$ cat config.mk
export PLATFORM = sky130hd
export DESIGN_NAME = interrupt_controller_8259
export DESIGN_NICKNAME = d
export VERILOG_FILES = /design/src/rtl/core/pic_pkg.sv /design/src/rtl/core/pic_in_stage.sv /design/src/rtl/core/pic_core.sv /design/src/rtl/core/pic_out_stage.sv /design/src/rtl/core/interrupt_controller_8259.sv
export SDC_FILE = /design/constraint.sdc
export NUM_CORES = 1
export LEC_CHECK = 0
export BUFFER_PORTS_ARGS = -buffer_cell sky130_fd_sc_hd__clkbuf_2
export CAP_MARGIN = 20
export CORE_MARGIN = 2
export CORE_UTILIZATION = 31
export DETAILED_ROUTE_END_ITERATION = 8
export MAX_ROUTING_LAYER = met4
export SYNTH_ARGS = -nofsm -noshare
export SYNTH_HDL_FRONTEND = slang
export SYNTH_HIERARCHICAL = 1
export SYNTH_SLANG_ARGS = --single-unit
$ cat constraint.sdc
create_clock -name clk -period 10.95 [get_ports clk]
set_clock_uncertainty 0.1 [all_clocks]
set_input_delay 0.5475 -clock clk [delete_from_list [all_inputs] [get_ports clk]]
set_output_delay 0.5475 -clock clk [all_outputs]
set_load 0.1 [all_outputs]
$ cat src/rtl/core/pic_pkg.sv
package pic_pkg;

  typedef enum logic [2:0] {
    CMD_WRITE = 3'd0,
    CMD_READ  = 3'd1,
    CMD_RAISE = 3'd2,
    CMD_LOWER = 3'd3,
    CMD_EDGE  = 3'd4,
    CMD_ACK   = 3'd5
  } cmd_t;

  typedef enum logic [2:0] {
    OCW2_EOI_NONSPEC = 3'd1,
    OCW2_EOI_SPEC    = 3'd3,
    OCW2_SET_PRIO    = 3'd6
  } ocw2_t;

  typedef enum logic [2:0] {
    PH_ICW1   = 3'd0,
    PH_ICW2   = 3'd1,
    PH_ICW3   = 3'd2,
    PH_ICW4   = 3'd3,
    PH_NORMAL = 3'd4
  } phase_t;

  localparam logic [7:0] MASK_RESET   = 8'hFF;
  localparam logic [2:0] LOWEST_RESET = 3'd7;
  localparam logic [2:0] SPURIOUS_LVL = 3'd7;

  // command port bit positions
  localparam int unsigned ICW1_BIT    = 4;
  localparam int unsigned OCW3_BIT    = 3;
  localparam int unsigned OCW3_RR_BIT = 1;
  localparam int unsigned OCW3_RS_BIT = 0;

  typedef struct packed {
    logic [2:0] cmd;
    logic       port_offset;
    logic [7:0] write_data;
    logic [2:0] irq_line;
  } item_t;

  typedef struct packed {
    logic [7:0] result_data;
    logic       int_request;
  } result_t;

  // {found, level} of the highest-ranked set bit; rank 0 sits just above lowest
  function automatic logic [3:0] best_level(input logic [7:0] bits,
                                            input logic [2:0] lowest);
    logic [3:0] res;
    logic [2:0] lvl;
    res = 4'd0;
    for (int r = 7; r >= 0; r--) begin
      lvl = lowest + 3'd1 + 3'(r);
      if (bits[lvl]) begin
        res = {1'b1, lvl};
      end
    end
    return res;
  endfunction

  function automatic logic [2:0] rank_of(input logic [2:0] level,
                                         input logic [2:0] lowest);
    return level - lowest - 3'd1;
  endfunction

  function automatic logic irq_active(input logic [7:0] req,
                                      input logic [7:0] mask,
                                      input logic [7:0] srv,
                                      input logic [2:0] lowest);
    logic [3:0] p;
    logic [3:0] s;
    logic       act;
    p = best_level(req & ~mask & ~srv, lowest);
    s = best_level(srv, lowest);
    if (!p[3]) begin
      act = 1'b0;
    end else if (!s[3]) begin
      act = 1'b1;
    end else begin
      act = rank_of(p[2:0], lowest) < rank_of(s[2:0], lowest);
    end
    return act;
  endfunction

endpackage

$ cat src/rtl/core/pic_in_stage.sv
module pic_in_stage (
  input  logic           clk,
  input  logic           rst_n,
  input  logic           in_valid,
  output logic           in_stall,
  input  logic [2:0]     in_cmd,
  input  logic           in_port_offset,
  input  logic [7:0]     in_write_data,
  input  logic [2:0]     in_irq_line,
  input  logic           adv,
  output logic           s1_valid,
  output pic_pkg::item_t s1_item
);

  logic           valid_r;
  logic           valid_nxt;
  pic_pkg::item_t item_r;
  logic           load;

  assign in_stall = valid_r && !adv;
  assign load     = in_valid && !in_stall;

  always_comb begin
    valid_nxt = valid_r;
    if (load) begin
      valid_nxt = 1'b1;
    end else if (adv) begin
      valid_nxt = 1'b0;
    end
  end

  always_ff @(posedge clk) begin
    if (!rst_n) begin
      valid_r <= 1'b0;
    end else begin
      valid_r <= valid_nxt;
    end
  end

  always_ff @(posedge clk) begin
    if (load) begin
      item_r <= '{cmd: in_cmd, port_offset: in_port_offset,
                  write_data: in_write_data, irq_line: in_irq_line};
    end
  end

  assign s1_valid = valid_r;
  assign s1_item  = item_r;

endmodule

$ cat src/rtl/core/pic_core.sv
module pic_core (
  input  logic             clk,
  input  logic             rst_n,
  input  logic             fire,
  input  pic_pkg::item_t   item,
  output pic_pkg::result_t res
);

  logic [7:0] req_r, req_nxt;
  logic [7:0] mask_r, mask_nxt;
  logic [7:0] srv_r, srv_nxt;
  logic [7:0] edge_r, edge_nxt;
  logic [1:0] icw1_r, icw1_nxt;     // single and ICW4-needed bits
  logic [4:0] base_r, base_nxt;     // vector base bits 7:3
  logic       icw4_r, icw4_nxt;     // 8086 mode
  logic [2:0] phase_r, phase_nxt;
  logic       rsel_r, rsel_nxt;
  logic [2:0] low_r, low_nxt;

  logic [7:0] line_bit;
  logic [7:0] wd;
  logic [3:0] srv_best;
  logic [3:0] pend_best;
  logic       ack_act;
  logic       eoi;
  logic [2:0] eoi_lvl;
  logic [7:0] eoi_bit;
  logic [7:0] rdata;

  assign line_bit  = 8'd1 << item.irq_line;
  assign wd        = item.write_data;
  assign srv_best  = pic_pkg::best_level(srv_r, low_r);
  assign pend_best = pic_pkg::best_level(req_r & ~mask_r & ~srv_r, low_r);
  assign ack_act   = pic_pkg::irq_active(req_r, mask_r, srv_r, low_r);
  assign eoi_bit   = 8'd1 << eoi_lvl;

  always_comb begin
    req_nxt   = req_r;
    mask_nxt  = mask_r;
    srv_nxt   = srv_r;
    edge_nxt  = edge_r;
    icw1_nxt  = icw1_r;
    base_nxt  = base_r;
    icw4_nxt  = icw4_r;
    phase_nxt = phase_r;
    rsel_nxt  = rsel_r;
    low_nxt   = low_r;
    rdata     = 8'd0;
    eoi       = 1'b0;
    eoi_lvl   = wd[2:0];
    case (item.cmd)
      pic_pkg::CMD_WRITE: begin
        if (item.port_offset) begin
          case (phase_r)
            pic_pkg::PH_ICW1: begin
            end
            pic_pkg::PH_ICW2: begin
              base_nxt = wd[7:3];
              if (icw1_r[1]) begin
                phase_nxt = icw1_r[0] ? pic_pkg::PH_ICW4 : pic_pkg::PH_NORMAL;
              end else begin
                phase_nxt = pic_pkg::PH_ICW3;
              end
            end
            pic_pkg::PH_ICW3: begin
              phase_nxt = icw1_r[0] ? pic_pkg::PH_ICW4 : pic_pkg::PH_NORMAL;
            end
            pic_pkg::PH_ICW4: begin
              icw4_nxt  = wd[0];
              phase_nxt = pic_pkg::PH_NORMAL;
            end
            default: begin
              mask_nxt = wd;
            end
          endcase
        end else if (wd[pic_pkg::ICW1_BIT]) begin
          icw1_nxt  = wd[1:0];
          phase_nxt = pic_pkg::PH_ICW2;
        end else if (wd[pic_pkg::OCW3_BIT]) begin
          if (wd[pic_pkg::OCW3_RR_BIT]) begin
            rsel_nxt = wd[pic_pkg::OCW3_RS_BIT];
          end
        end else begin
          case (wd[7:5])
            pic_pkg::OCW2_EOI_NONSPEC: begin
              eoi     = srv_best[3];
              eoi_lvl = srv_best[2:0];
            end
            pic_pkg::OCW2_EOI_SPEC: begin
              eoi = 1'b1;
            end
            pic_pkg::OCW2_SET_PRIO: begin
              low_nxt = wd[2:0];
            end
            default: begin
            end
          endcase
        end
      end
      pic_pkg::CMD_READ: begin
        if (item.port_offset) begin
          rdata = mask_r;
        end else begin
          rdata = rsel_r ? srv_r : req_r;
        end
      end
      pic_pkg::CMD_RAISE: begin
        req_nxt = req_r | line_bit;
      end
      pic_pkg::CMD_LOWER: begin
        req_nxt = req_r & ~line_bit;
      end
      pic_pkg::CMD_EDGE: begin
        req_nxt  = req_r | line_bit;
        edge_nxt = edge_r | line_bit;
      end
      pic_pkg::CMD_ACK: begin
        rdata = {base_r, pic_pkg::SPURIOUS_LVL};
        if (ack_act) begin
          srv_nxt = srv_r | (8'd1 << pend_best[2:0]);
          if (icw4_r) begin
            rdata = {base_r, pend_best[2:0]};
          end
        end
      end
      default: begin
      end
    endcase
    if (eoi) begin
      srv_nxt = srv_r & ~eoi_bit;
      if ((edge_r & eoi_bit) != 8'd0) begin
        req_nxt  = req_r & ~eoi_bit;
        edge_nxt = edge_r & ~eoi_bit;
      end
    end
  end

  assign res.result_data = rdata;
  assign res.int_request = pic_pkg::irq_active(req_nxt, mask_nxt, srv_nxt, low_nxt);

  always_ff @(posedge clk) begin
    if (!rst_n) begin
      req_r   <= 8'd0;
      mask_r  <= pic_pkg::MASK_RESET;
      srv_r   <= 8'd0;
      edge_r  <= 8'd0;
      icw1_r  <= 2'd0;
      base_r  <= 5'd0;
      icw4_r  <= 1'b0;
      phase_r <= pic_pkg::PH_ICW1;
      rsel_r  <= 1'b0;
      low_r   <= pic_pkg::LOWEST_RESET;
    end else if (fire) begin
      req_r   <= req_nxt;
      mask_r  <= mask_nxt;
      srv_r   <= srv_nxt;
      edge_r  <= edge_nxt;
      icw1_r  <= icw1_nxt;
      base_r  <= base_nxt;
      icw4_r  <= icw4_nxt;
      phase_r <= phase_nxt;
      rsel_r  <= rsel_nxt;
      low_r   <= low_nxt;
    end
  end

endmodule

$ cat src/rtl/core/pic_out_stage.sv
module pic_out_stage (
  input  logic             clk,
  input  logic             rst_n,
  input  logic             load,
  input  pic_pkg::result_t res,
  output logic             adv,
  input  logic             out_stall,
  output logic             out_valid,
  output logic [7:0]       out_result_data,
  output logic             out_int_request
);

  logic             valid_r;
  logic             valid_nxt;
  pic_pkg::result_t res_r;

  assign adv = !valid_r || !out_stall;

  always_comb begin
    valid_nxt = valid_r;
    if (load) begin
      valid_nxt = 1'b1;
    end else if (!out_stall) begin
      valid_nxt = 1'b0;
    end
  end

  always_ff @(posedge clk) begin
    if (!rst_n) begin
      valid_r <= 1'b0;
    end else begin
      valid_r <= valid_nxt;
    end
  end

  always_ff @(posedge clk) begin
    if (load) begin
      res_r <= res;
    end
  end

  assign out_valid       = valid_r;
  assign out_result_data = res_r.result_data;
  assign out_int_request = res_r.int_request;

endmodule

$ cat src/rtl/core/interrupt_controller_8259.sv
// 8-input programmable interrupt controller, no cascading.
// Input channel (in_valid/in_stall): one transaction is a port write, port
// read, line raise/lower/edge event or an interrupt acknowledge, selected
// by in_cmd. Port offset 0 is command/status, 1 is data/mask.
// Output channel (out_valid/out_stall): exactly one transaction per input
// transaction, in order: read byte or acknowledge vector (zero otherwise)
// and the interrupt request level after the command took effect.
// Path: the input register, then rotating-priority logic into the result
// register, which drives out_valid. Throughput: one transaction per cycle
// while out_stall is low; the priority encode over 8 levels sets the path.
// out_stall holds the result register; the input register still takes one
// more transaction and then in_stall rises until the result drains.
// Reset (rst_n low, synchronous): mask all ones, lowest priority level 7,
// init sequence waits for ICW1, all other state and both stages cleared.
module interrupt_controller_8259 (
  input  logic       clk,
  input  logic       rst_n,
  input  logic       in_valid,
  output logic       in_stall,
  input  logic [2:0] in_cmd,
  input  logic       in_port_offset,
  input  logic [7:0] in_write_data,
  input  logic [2:0] in_irq_line,
  output logic       out_valid,
  input  logic       out_stall,
  output logic [7:0] out_result_data,
  output logic       out_int_request
);

  logic             adv;
  logic             s1_valid;
  logic             fire;
  pic_pkg::item_t   s1_item;
  pic_pkg::result_t core_res;

  assign fire = s1_valid && adv;

  pic_in_stage u_in (
    .clk            (clk),
    .rst_n          (rst_n),
    .in_valid       (in_valid),
    .in_stall       (in_stall),
    .in_cmd         (in_cmd),
    .in_port_offset (in_port_offset),
    .in_write_data  (in_write_data),
    .in_irq_line    (in_irq_line),
    .adv            (adv),
    .s1_valid       (s1_valid),
    .s1_item        (s1_item)
  );

  pic_core u_core (
    .clk   (clk),
    .rst_n (rst_n),
    .fire  (fire),
    .item  (s1_item),
    .res   (core_res)
  );

  pic_out_stage u_out (
    .clk             (clk),
    .rst_n           (rst_n),
    .load            (fire),
    .res             (core_res),
    .adv             (adv),
    .out_stall       (out_stall),
    .out_valid       (out_valid),
    .out_result_data (out_result_data),
    .out_int_request (out_int_request)
  );

`ifndef SYNTHESIS
  a_no_stall_when_empty: assert property (@(posedge clk) disable iff (!rst_n)
    !s1_valid |-> !in_stall)
    else $error("in_stall with empty input stage");

  a_fire_fills_out: assert property (@(posedge clk) disable iff (!rst_n)
    fire |=> out_valid)
    else $error("result lost after advance");

  a_drain: assert property (@(posedge clk) disable iff (!rst_n)
    (out_valid && !out_stall && !s1_valid) |=> !out_valid)
    else $error("result repeated after drain");
`endif

endmodule

After elaboration in Yosys (flattened, before gate mapping). Cells that the tools add are included.

Flip-flop bits (word level): 73. Latch bits: 0. RAM bits: 0. ROM bits: 0. Input port bits: 19. Output and inout port bits: 11. Logic and storage cells: 256. Memories kept: 0.

Add/sub/neg operators: 24. $mul: 0. Divide/modulo/power cells: 0. Order comparisons: 18. Equality and inequality tests: 13. Shift-type cells: 3. Mux-type cells: 140. Bitwise logic cells: 20. Reduce and logical (&&, ||, !) cells: 20.

Operator list (count): two-way mux 4 bit (32); two-way mux 8 bit (13); binary-select mux 1 bit (select 3 bit) (32); AND 8 bit (9); < comparator 3 x 4 -> 1 bit (second input constant) (16); two-way mux 3 bit (16); NOT 8 bit (6); two-way mux 1 bit (43); case mux 8 bit (2 select lines) (2); adder 3 bit (second input constant) (8); bitwise OR 8 bit (3); << shifter 1 x 3 -> 8 bit (first input constant) (3); AND reduction 4 bit (4); equality test 3 x 2 -> 1 bit (second input constant) (5); adder 3 x 1 -> 3 bit (second input constant) (4); adder 3 x 2 -> 3 bit (second input constant) (4); subtractor 3 x 1 -> 3 bit (second input constant) (4); subtractor 3 bit (4); equality test 3 x 1 -> 1 bit (second input constant) (3); equality test 3 bit (second input constant) (3); case mux 3 bit (3 select lines) (1); nonzero test 8 bit (1); logical NOT 3 bit (2); < comparator 3 bit (2); other kinds (11) (18).

Depth between registers and ports, before layout. Gate-level depths: netlist of the first run.

Depth in word-level cells: 38. Gate-level depth with buffers: 43. Depth with buffers taken out: 36.

Modules after synthesis. Netlist of the first run, hierarchy kept.

Modules (own cells, without submodules): pic_core (instances 1, cells each 983, area an instance 7534.7 sq um); pic_in_stage (instances 1, cells each 19, area an instance 498.0 sq um); pic_out_stage (instances 1, cells each 13, area an instance 305.3 sq um); interrupt_controller_8259 (instances 1, cells each 1, area an instance 6.3 sq um).

Worst setup path after synthesis of the first run. Ideal clock, no wire load.

Path type: register -> register. Start: register u_core.low_r[0]. End: register u_out.res_r (netlist bit u_out/out_int_request) (data pin). Setup time: 274 ps. Data arrival time: 8591 ps. Setup slack: 1985 ps. Cell stages (with the launch flop): 39. Path buffers: 5. Cells stage by stage: dfxtp_1 buf_4 inv_1 buf_2 clkbuf_1 ha_1 buf_6 inv_2 mux4_2 mux2_2 o211a_1 o311ai_1 and3_1 buf_2 inv_2 ha_1 fa_1 xor2_1 [3 not listed] or2_2 a2111oi_4 or3b_1 and3_1 a221o_1 o21ai_2 mux4_2 inv_1 o41a_1 nand3_1 o211ai_1 fa_1 xnor2_1 xnor2_1 ha_1 a21oi_1 a41oi_1 a31oi_1.

Longest elaborated chain between the ends: 38. Elaborated cells on any way between the ends: 156. Those cells by class: 24 x add/sub; 2 x order compare; 2 x shift; 119 x mux; 8 x bitwise; 1 x reduce/logical.

Ends and longest elaborated chain: start: declaration (RTL line pic_core.sv:18) `logic [2:0] low_r, low_nxt;`; start signal: assignment (RTL line pic_core.sv:152) `low_r <= pic_pkg::LOWEST_RESET;`; start signal: assignment (RTL line pic_core.sv:163) `low_r <= low_nxt;`; branches (longest 38 deep; another with adder 3 x 1 -> 3 bit); end signal: assignment (RTL line pic_out_stage.sv:38) `res_r <= res;`; end: declaration (RTL line pic_out_stage.sv:15) `pic_pkg::result_t res_r;`.

Parallel ways; which one is timed is not known. The select of a mux whose other input is x is not followed. A chain may end at the register's enable or synchronous reset.

Worst setup path after layout of the first run. Same ends and word-level chain as after synthesis.

==> run summary, run 1 <==
Static Leakage -> 3.252 nW
Total number of vias -> 8357
Width of the die -> 168.1 um
Fill cells -> 2833
Most common cell after layout, fill and taps aside -> nor2_1
CTS buffer count -> 9
Clock-pin transition on the worst setup and hold timing paths -> 0.07 ns
Clk pwr share -> 28.5%
Total Power -> 0.001020 W
CTS Hold Buffers Added -> 0
Outcome -> finished clean
Mapped Cells -> 1016
TritonCTS clock tree -> yes
Placer Congestion -> 0.9255
Rows -> 60
Clk Latency, worst-skew pair -> 0.34 ns
Yosys warns -> 6
Crit-path max FO -> 49
Metal-1 WL -> 11850 um
Largest net degree at the start of global routing -> 50
Asr flop ratio synth -> 0%
WL per Instance -> 20.01 um
Endpoint class of the critical path -> flop
Drt pass-1 iters -> 5
Number of synthesized flops with an enable pin -> 24
Layout Nets -> 1035
Clk buf depth -> 2
Synth Register Bits -> 73
Antenna viol nets, final -> 0
First DRT Iteration DRCs -> 816
Hold Vio Cnt, Final -> 0
CP Data Required Time -> 10.92 ns
Final TNS setup -> 0 ns
DRC violations left -> 0
Post-layout min period -> 9.409 ns
Post-CTS Resized -> 0
Post-synthesis sequential area ratio -> 20.39%
NetSw -> 0.0004091 W
Unique masters post-synth -> 94
Most used DFF post-synth -> dfxtp_1
Fraction of layout cells with a size suffix above 1 -> 15.92%
Slew headroom -> 29.55%
Total gr overflow -> 0
Int Pwr -> 0.0006110 W
Top cell by count, worst path -> ha_1
RSZ-0062 raised after global routing -> false
Startpoint Class -> flop
Met2 Wirelength -> 12460 um
Final Setup Violations -> 0
Synthesized area -> 8344 sq um
First-pass GRT wire length -> 42700 um
Met3 routed wirelength -> 1893 um
VDD IR-drop max -> 0.06988 mV
Vias in the first global route -> 7636
Tcrit/Tclk final -> 85.93%
Hold Path Class -> primary input to flop
Combinational share of power -> 41.2%
GRT Overall Usage -> 19.21%
Area Overhead vs Synth -> 7.872%
Max Slew Vio Count -> 0
Syn Area/Cell -> 8.213 sq um
Core ar. -> 26730 sq um
Clock tree sinks -> 73
N_diodes -> 0
Number of port buffers -> 29
Worst-margin pin slew -> 1.049 ns
Sequential Power Share -> 30.3%
Post-synth net total -> 1051
Top Layer Used -> met4
Max stage delay cell, worst path -> o22ai_1
Full die area -> 28250 sq um
Sw Share -> 40.10%
Crit path kind -> flop to flop
Critical Path AT -> 9.38 ns
Max-Cap Viols -> 0
P per Cell Area -> 113.3 nW/um^2
Total Routed Length -> 26930 um
Most frequent cells in the layout -> nor2_1 (121), nand2_1 (98), a21oi_1 (67)
Ports -> 30
Die Ht -> 168.1 um
Starting Density -> 31.22%
Initial antenna violation count -> 0
H-Tree Depth -> 3
Setup Fix Bufs, Post-CTS -> 0
DP Wirelength -> 19690 um
Root buf cell -> clkbuf_16
Fmax -> 0.1063 GHz
Vias per inst -> 6.209
Slowest Stage Delay on Critical Path -> 0.51 ns
==> power by group through the flow <==
stage | Combinational, W | Clock, W | Sequential [W]
detailed placement | 0.000414 | 0 | 0.000314
finish | 0.000420 | 0.000291 | 0.000309
CTS | 0.000416 | 0.000298 | 0.000308
global placement | 0.000412 | 0 | 0.000314
floorplan | 0.000323 | 0 | 0.000317
global route | 0.000461 | 0.000306 | 0.000310
==> logic make-up (layout without fill, tap and decap cells) <==
family / Yosys count / in the layout / share of synthesized area, %
xor+xnor: 19 / 19 / 2.684
flops: 73 / 73 / 20.39
simple gates: 396 / 396 / 23.96
compound gates: 296 / 296 / 25.01
fa+ha+maj: 16 / 16 / 2.759
mux: 118 / 118 / 19.88
buf+inv: 98 / 87 / 5.308
==> layout make-up <==
class | instances | area [sq um] | share of cell area (%)
clock buffer | 9 | 225.2 | 2.502
inverter | 26 | 97.59 | 1.084
tap | 341 | 426.7 | 4.740
timing repair buffer | 45 | 265.3 | 2.947
clock inverter | 7 | 61.31 | 0.6811
sequential | 73 | 1703 | 18.92
multi-input combinational | 845 | 6222 | 69.13
==> layer usage <==
metal | GRT usage [%] | vias up
met5 | - | -
met2 | 30.54 | 407
met1 | 25.74 | 4013
li1 | - | 3874
met4 | 6.034 | 0
met3 | 2.116 | 63
==> flip-flops by register name, summed over array words and instances (netlist names) <==
signal / count
u_core/base_r: 5
u_core/edge_r: 8
u_core/icw1_r: 2
u_core/icw4_r: 1
u_core/low_r: 3
u_core/mask_r: 8
u_core/phase_r: 3
u_core/req_r: 8
u_core/rsel_r: 1
u_core/srv_r: 8
u_in/s1_item: 15
u_in/s1_valid: 1
u_out/out_int_request: 1
u_out/out_result_data: 8
u_out/out_valid: 1
==> worst max-delay path, delay by kind of cell (launching register included) <==
kind | cells | cell delay (ns)
fa+ha+maj | 7 | 2.02
simple gates | 8 | 1.66
mux | 1 | 0.17
flops | 1 | 0.32
compound gates | 12 | 2.73
xor+xnor | 5 | 0.84
buf+inv | 5 | 1.29
==> synthesized netlist by cell type (all sizes together), types with 22 or more instances <==
cell type | count | share of area (%)
nor2 | 122 | 5.5
o21ai | 48 | 3.0
inv | 24 | 1.1
a21oi | 69 | 4.2
buf | 26 | 2.1
edfxtp | 24 | 8.6
mux2 | 22 | 3.0
clkbuf | 46 | 2.1
nand2 | 99 | 4.5
mux2i | 60 | 7.2
mux4 | 36 | 9.7
nand3 | 37 | 2.2
dfxtp | 49 | 12
==> through the flow <==
step | utilization (%) | setup WS [ns] | instances | area, sq um | hold slack [ns]
2_1_floorplan | - | 1.985 | 1016 | 8344 | 0.3476
3_3_place_gp | 32.61 | 1.774 | 1330 | 8715 | 0.3618
3_5_place_dp | 32.61 | 1.660 | 1330 | 8715 | 0.3626
4_1_cts | 33.68 | 1.625 | 1346 | 9001 | 0.2723
5_1_grt | 33.68 | 0.8434 | 1346 | 9001 | 0.2741
6_report | 33.68 | 1.541 | 1346 | 9001 | 0.2828
==> path summary, 6_finish.rpt <==
| check | start | endpoint | slack (ns) | depth (start not counted) |
|---|---|---|---|---|
| worst max register to register | u_core/low_r[0]$_SDFFE_PN1P_ | u_out/out_int_request$_DFFE_PP_ | 1.54 | 38 |
| worst min register to register | u_core/edge_r[1]$_SDFFE_PN0P_ | u_core/edge_r[1]$_SDFFE_PN0P_ | 0.37 | 2 |
| worst min-delay path | in_write_data[5] | u_in/s1_item[8]$_DFFE_PP_ | 0.28 | 1 |
| worst max-delay path | u_core/low_r[0]$_SDFFE_PN1P_ | u_out/out_int_request$_DFFE_PP_ | 1.54 | 38 |
No activity file was read; power rests on OpenSTA's default activity.
==> run 2: changes to the inputs <==
- CELL_PAD_IN_SITES_DETAIL_PLACEMENT: unset -> 1
- CELL_PAD_IN_SITES_GLOBAL_PLACEMENT: unset -> 2
- CORE_UTILIZATION: 31 -> 39
- PLACE_DENSITY_LB_ADDON: unset -> 0.1
==> run 2 against run 1 <==
Power rose by 3.0%. Die area down 20%. Count of clock-buffer cells in the layout rose by 2. Sequential power barely moved. Flip-flop and latch count did not move. Register-to-register slack lost 0.30 ns. Non-clock buffer count rose by 7. Worst hold slack got worse by 0.0033 ns. Wire length increased by 16%. Critical path type unchanged. Critical endpoint unchanged. Largest cell class unchanged.
==> run summary, run 2 (same netlist as run 1, synthesis figures left out) <==
Die Ht -> 150.3 um
Total gr overflow -> 0
Top cell by count, worst path -> ha_1
TritonCTS clock tree -> yes
H-Tree Depth -> 3
NetSw -> 0.0004184 W
Outcome -> finished clean
Hold Vio Cnt, Final -> 0
N_diodes -> 0
Slew headroom -> 27.79%
GRT Overall Usage -> 29.37%
Number of port buffers -> 29
Hold Path Class -> primary input to flop
Total number of vias -> 8402
Initial antenna violation count -> 0
Root buf cell -> clkbuf_16
Most frequent cells in the layout -> nor2_1 (121), nand2_1 (98), a21oi_1 (67)
Width of the die -> 150.3 um
Layout Nets -> 1042
Sequential Power Share -> 29.3%
Clk buf depth -> 2
Vias in the first global route -> 8467
Post-layout min period -> 9.712 ns
Largest net degree at the start of global routing -> 50
Max stage delay cell, worst path -> o21ai_0
Vias per inst -> 6.528
Crit path kind -> flop to flop
Starting Density -> 39.69%
Drt pass-1 iters -> 5
DP Wirelength -> 22910 um
RSZ-0062 raised after global routing -> false
Most common cell after layout, fill and taps aside -> nor2_1
Max reg flops -> 15
Sw Share -> 39.83%
Core ar. -> 21020 sq um
Ports -> 30
Slowest Stage Delay on Critical Path -> 0.76 ns
CTS buffer count -> 9
Fin util -> 42.69%
Max Slew Vio Count -> 0
Fraction of layout cells with a size suffix above 1 -> 16.40%
Final TNS setup -> 0 ns
Total Routed Length -> 31310 um
Final Setup Violations -> 0
CP Data Required Time -> 10.92 ns
P per Cell Area -> 117.0 nW/um^2
Post-CTS Resized -> 0
Startpoint Class -> flop
First-pass GRT wire length -> 49740 um
Clock tree sinks -> 73
DRC violations left -> 0
Area Overhead vs Synth -> 7.557%
Setup Fix Bufs, Post-CTS -> 0
Int Pwr -> 0.0006321 W
Crit-path max FO -> 49
Clk pwr share -> 29.0%
Rows -> 53
Antenna viol nets, final -> 0
Endpoint class of the critical path -> flop
Full die area -> 22580 sq um
Critical Path AT -> 9.68 ns
Placer Congestion -> 0.8758
Fmax -> 0.1030 GHz
Clock-pin transition on the worst setup and hold timing paths -> 0.07 ns
Combinational share of power -> 41.7%
Static Leakage -> 3.286 nW
WL per Instance -> 24.33 um
Clk Latency, worst-skew pair -> 0.34 ns
Worst-margin pin slew -> 1.081 ns
Tcrit/Tclk final -> 88.70%
First DRT Iteration DRCs -> 655
VDD IR-drop max -> 0.07337 mV
CTS Hold Buffers Added -> 0
Max-Cap Viols -> 0
[run 2: cell types whose count changed in the layout (fill, tap and decap cells not counted), sizes merged]
cell and delta:
buf +6, clkbuf +3, clkinv +1, bufinv +1, inv -4
[run 2: worst paths after layout]
| check | slack (ns) | depth (start not counted) | endpoint | from |
|---|---|---|---|---|
| max | 1.24 | 37 | u_out/out_int_request$_DFFE_PP_ | u_core/low_r[0]$_SDFFE_PN1P_ |
| min | 0.28 | 1 | u_in/s1_item[4]$_DFFE_PP_ | in_write_data[1] |
| max reg2reg | 1.24 | 37 | u_out/out_int_request$_DFFE_PP_ | u_core/low_r[0]$_SDFFE_PN1P_ |
| min reg2reg | 0.37 | 2 | u_core/edge_r[6]$_SDFFE_PN0P_ | u_core/edge_r[6]$_SDFFE_PN0P_ |
[run 2: critical path: cells and delay by family (launching register included)]
family          cells  cell delay (ns)
mux                 4             1.11
buf+inv             4             0.84
compound gates     12             2.95
simple gates        5             0.88
fa+ha+maj           7             2.10
xor+xnor            5             1.09
flops               1             0.32
[run 2: cell type report]
| type | instances | area, sq um |
|---|---|---|
| sequential | 73 | 1703 |
| inverter | 26 | 97.59 |
| tap | 275 | 344.1 |
| clock buffer | 11 | 232.7 |
| multi-input combinational | 845 | 6223 |
| timing repair buffer | 52 | 317.8 |
| fill | 2493 | 12050 |
| clock inverter | 5 | 56.30 |
[run 2: layer usage]
metal	vias up	share of wire [%]	track usage, %
met4	0	2.9	9.670
met2	280	46	45.00
met3	56	6.1	4.182
li1	3871	-	-
met5	-	0	-
met1	4195	45	39.94
[run 2: per-stage QoR]
stage / instances / total power [W] / hold WS (ns) / setup slack, ns / cell area, sq um
after floorplan: 1016 / 0.0006400 / 0.3476 / 1.985 / 8344
after global routing: 1287 / 0.001116 / 0.2681 / 0.5237 / 8975
after global placement: 1269 / 0.0007435 / 0.3610 / 1.463 / 8671
after CTS: 1285 / 0.001055 / 0.2714 / 1.301 / 8960
after detailed placement: 1269 / 0.0007468 / 0.3634 / 1.335 / 8671
final: 1287 / 0.001050 / 0.2795 / 1.238 / 8975
[run 2: power groups by stage]
stage                     Clock, W  Sequential (W)  Combinational [W]
final                     0.000305        0.000308           0.000438
after global routing      0.000322        0.000309           0.000486
after CTS                 0.000313        0.000307           0.000435
after detailed placement         0        0.000313           0.000434
after global placement           0        0.000313           0.000431
after floorplan                  0        0.000317           0.000323
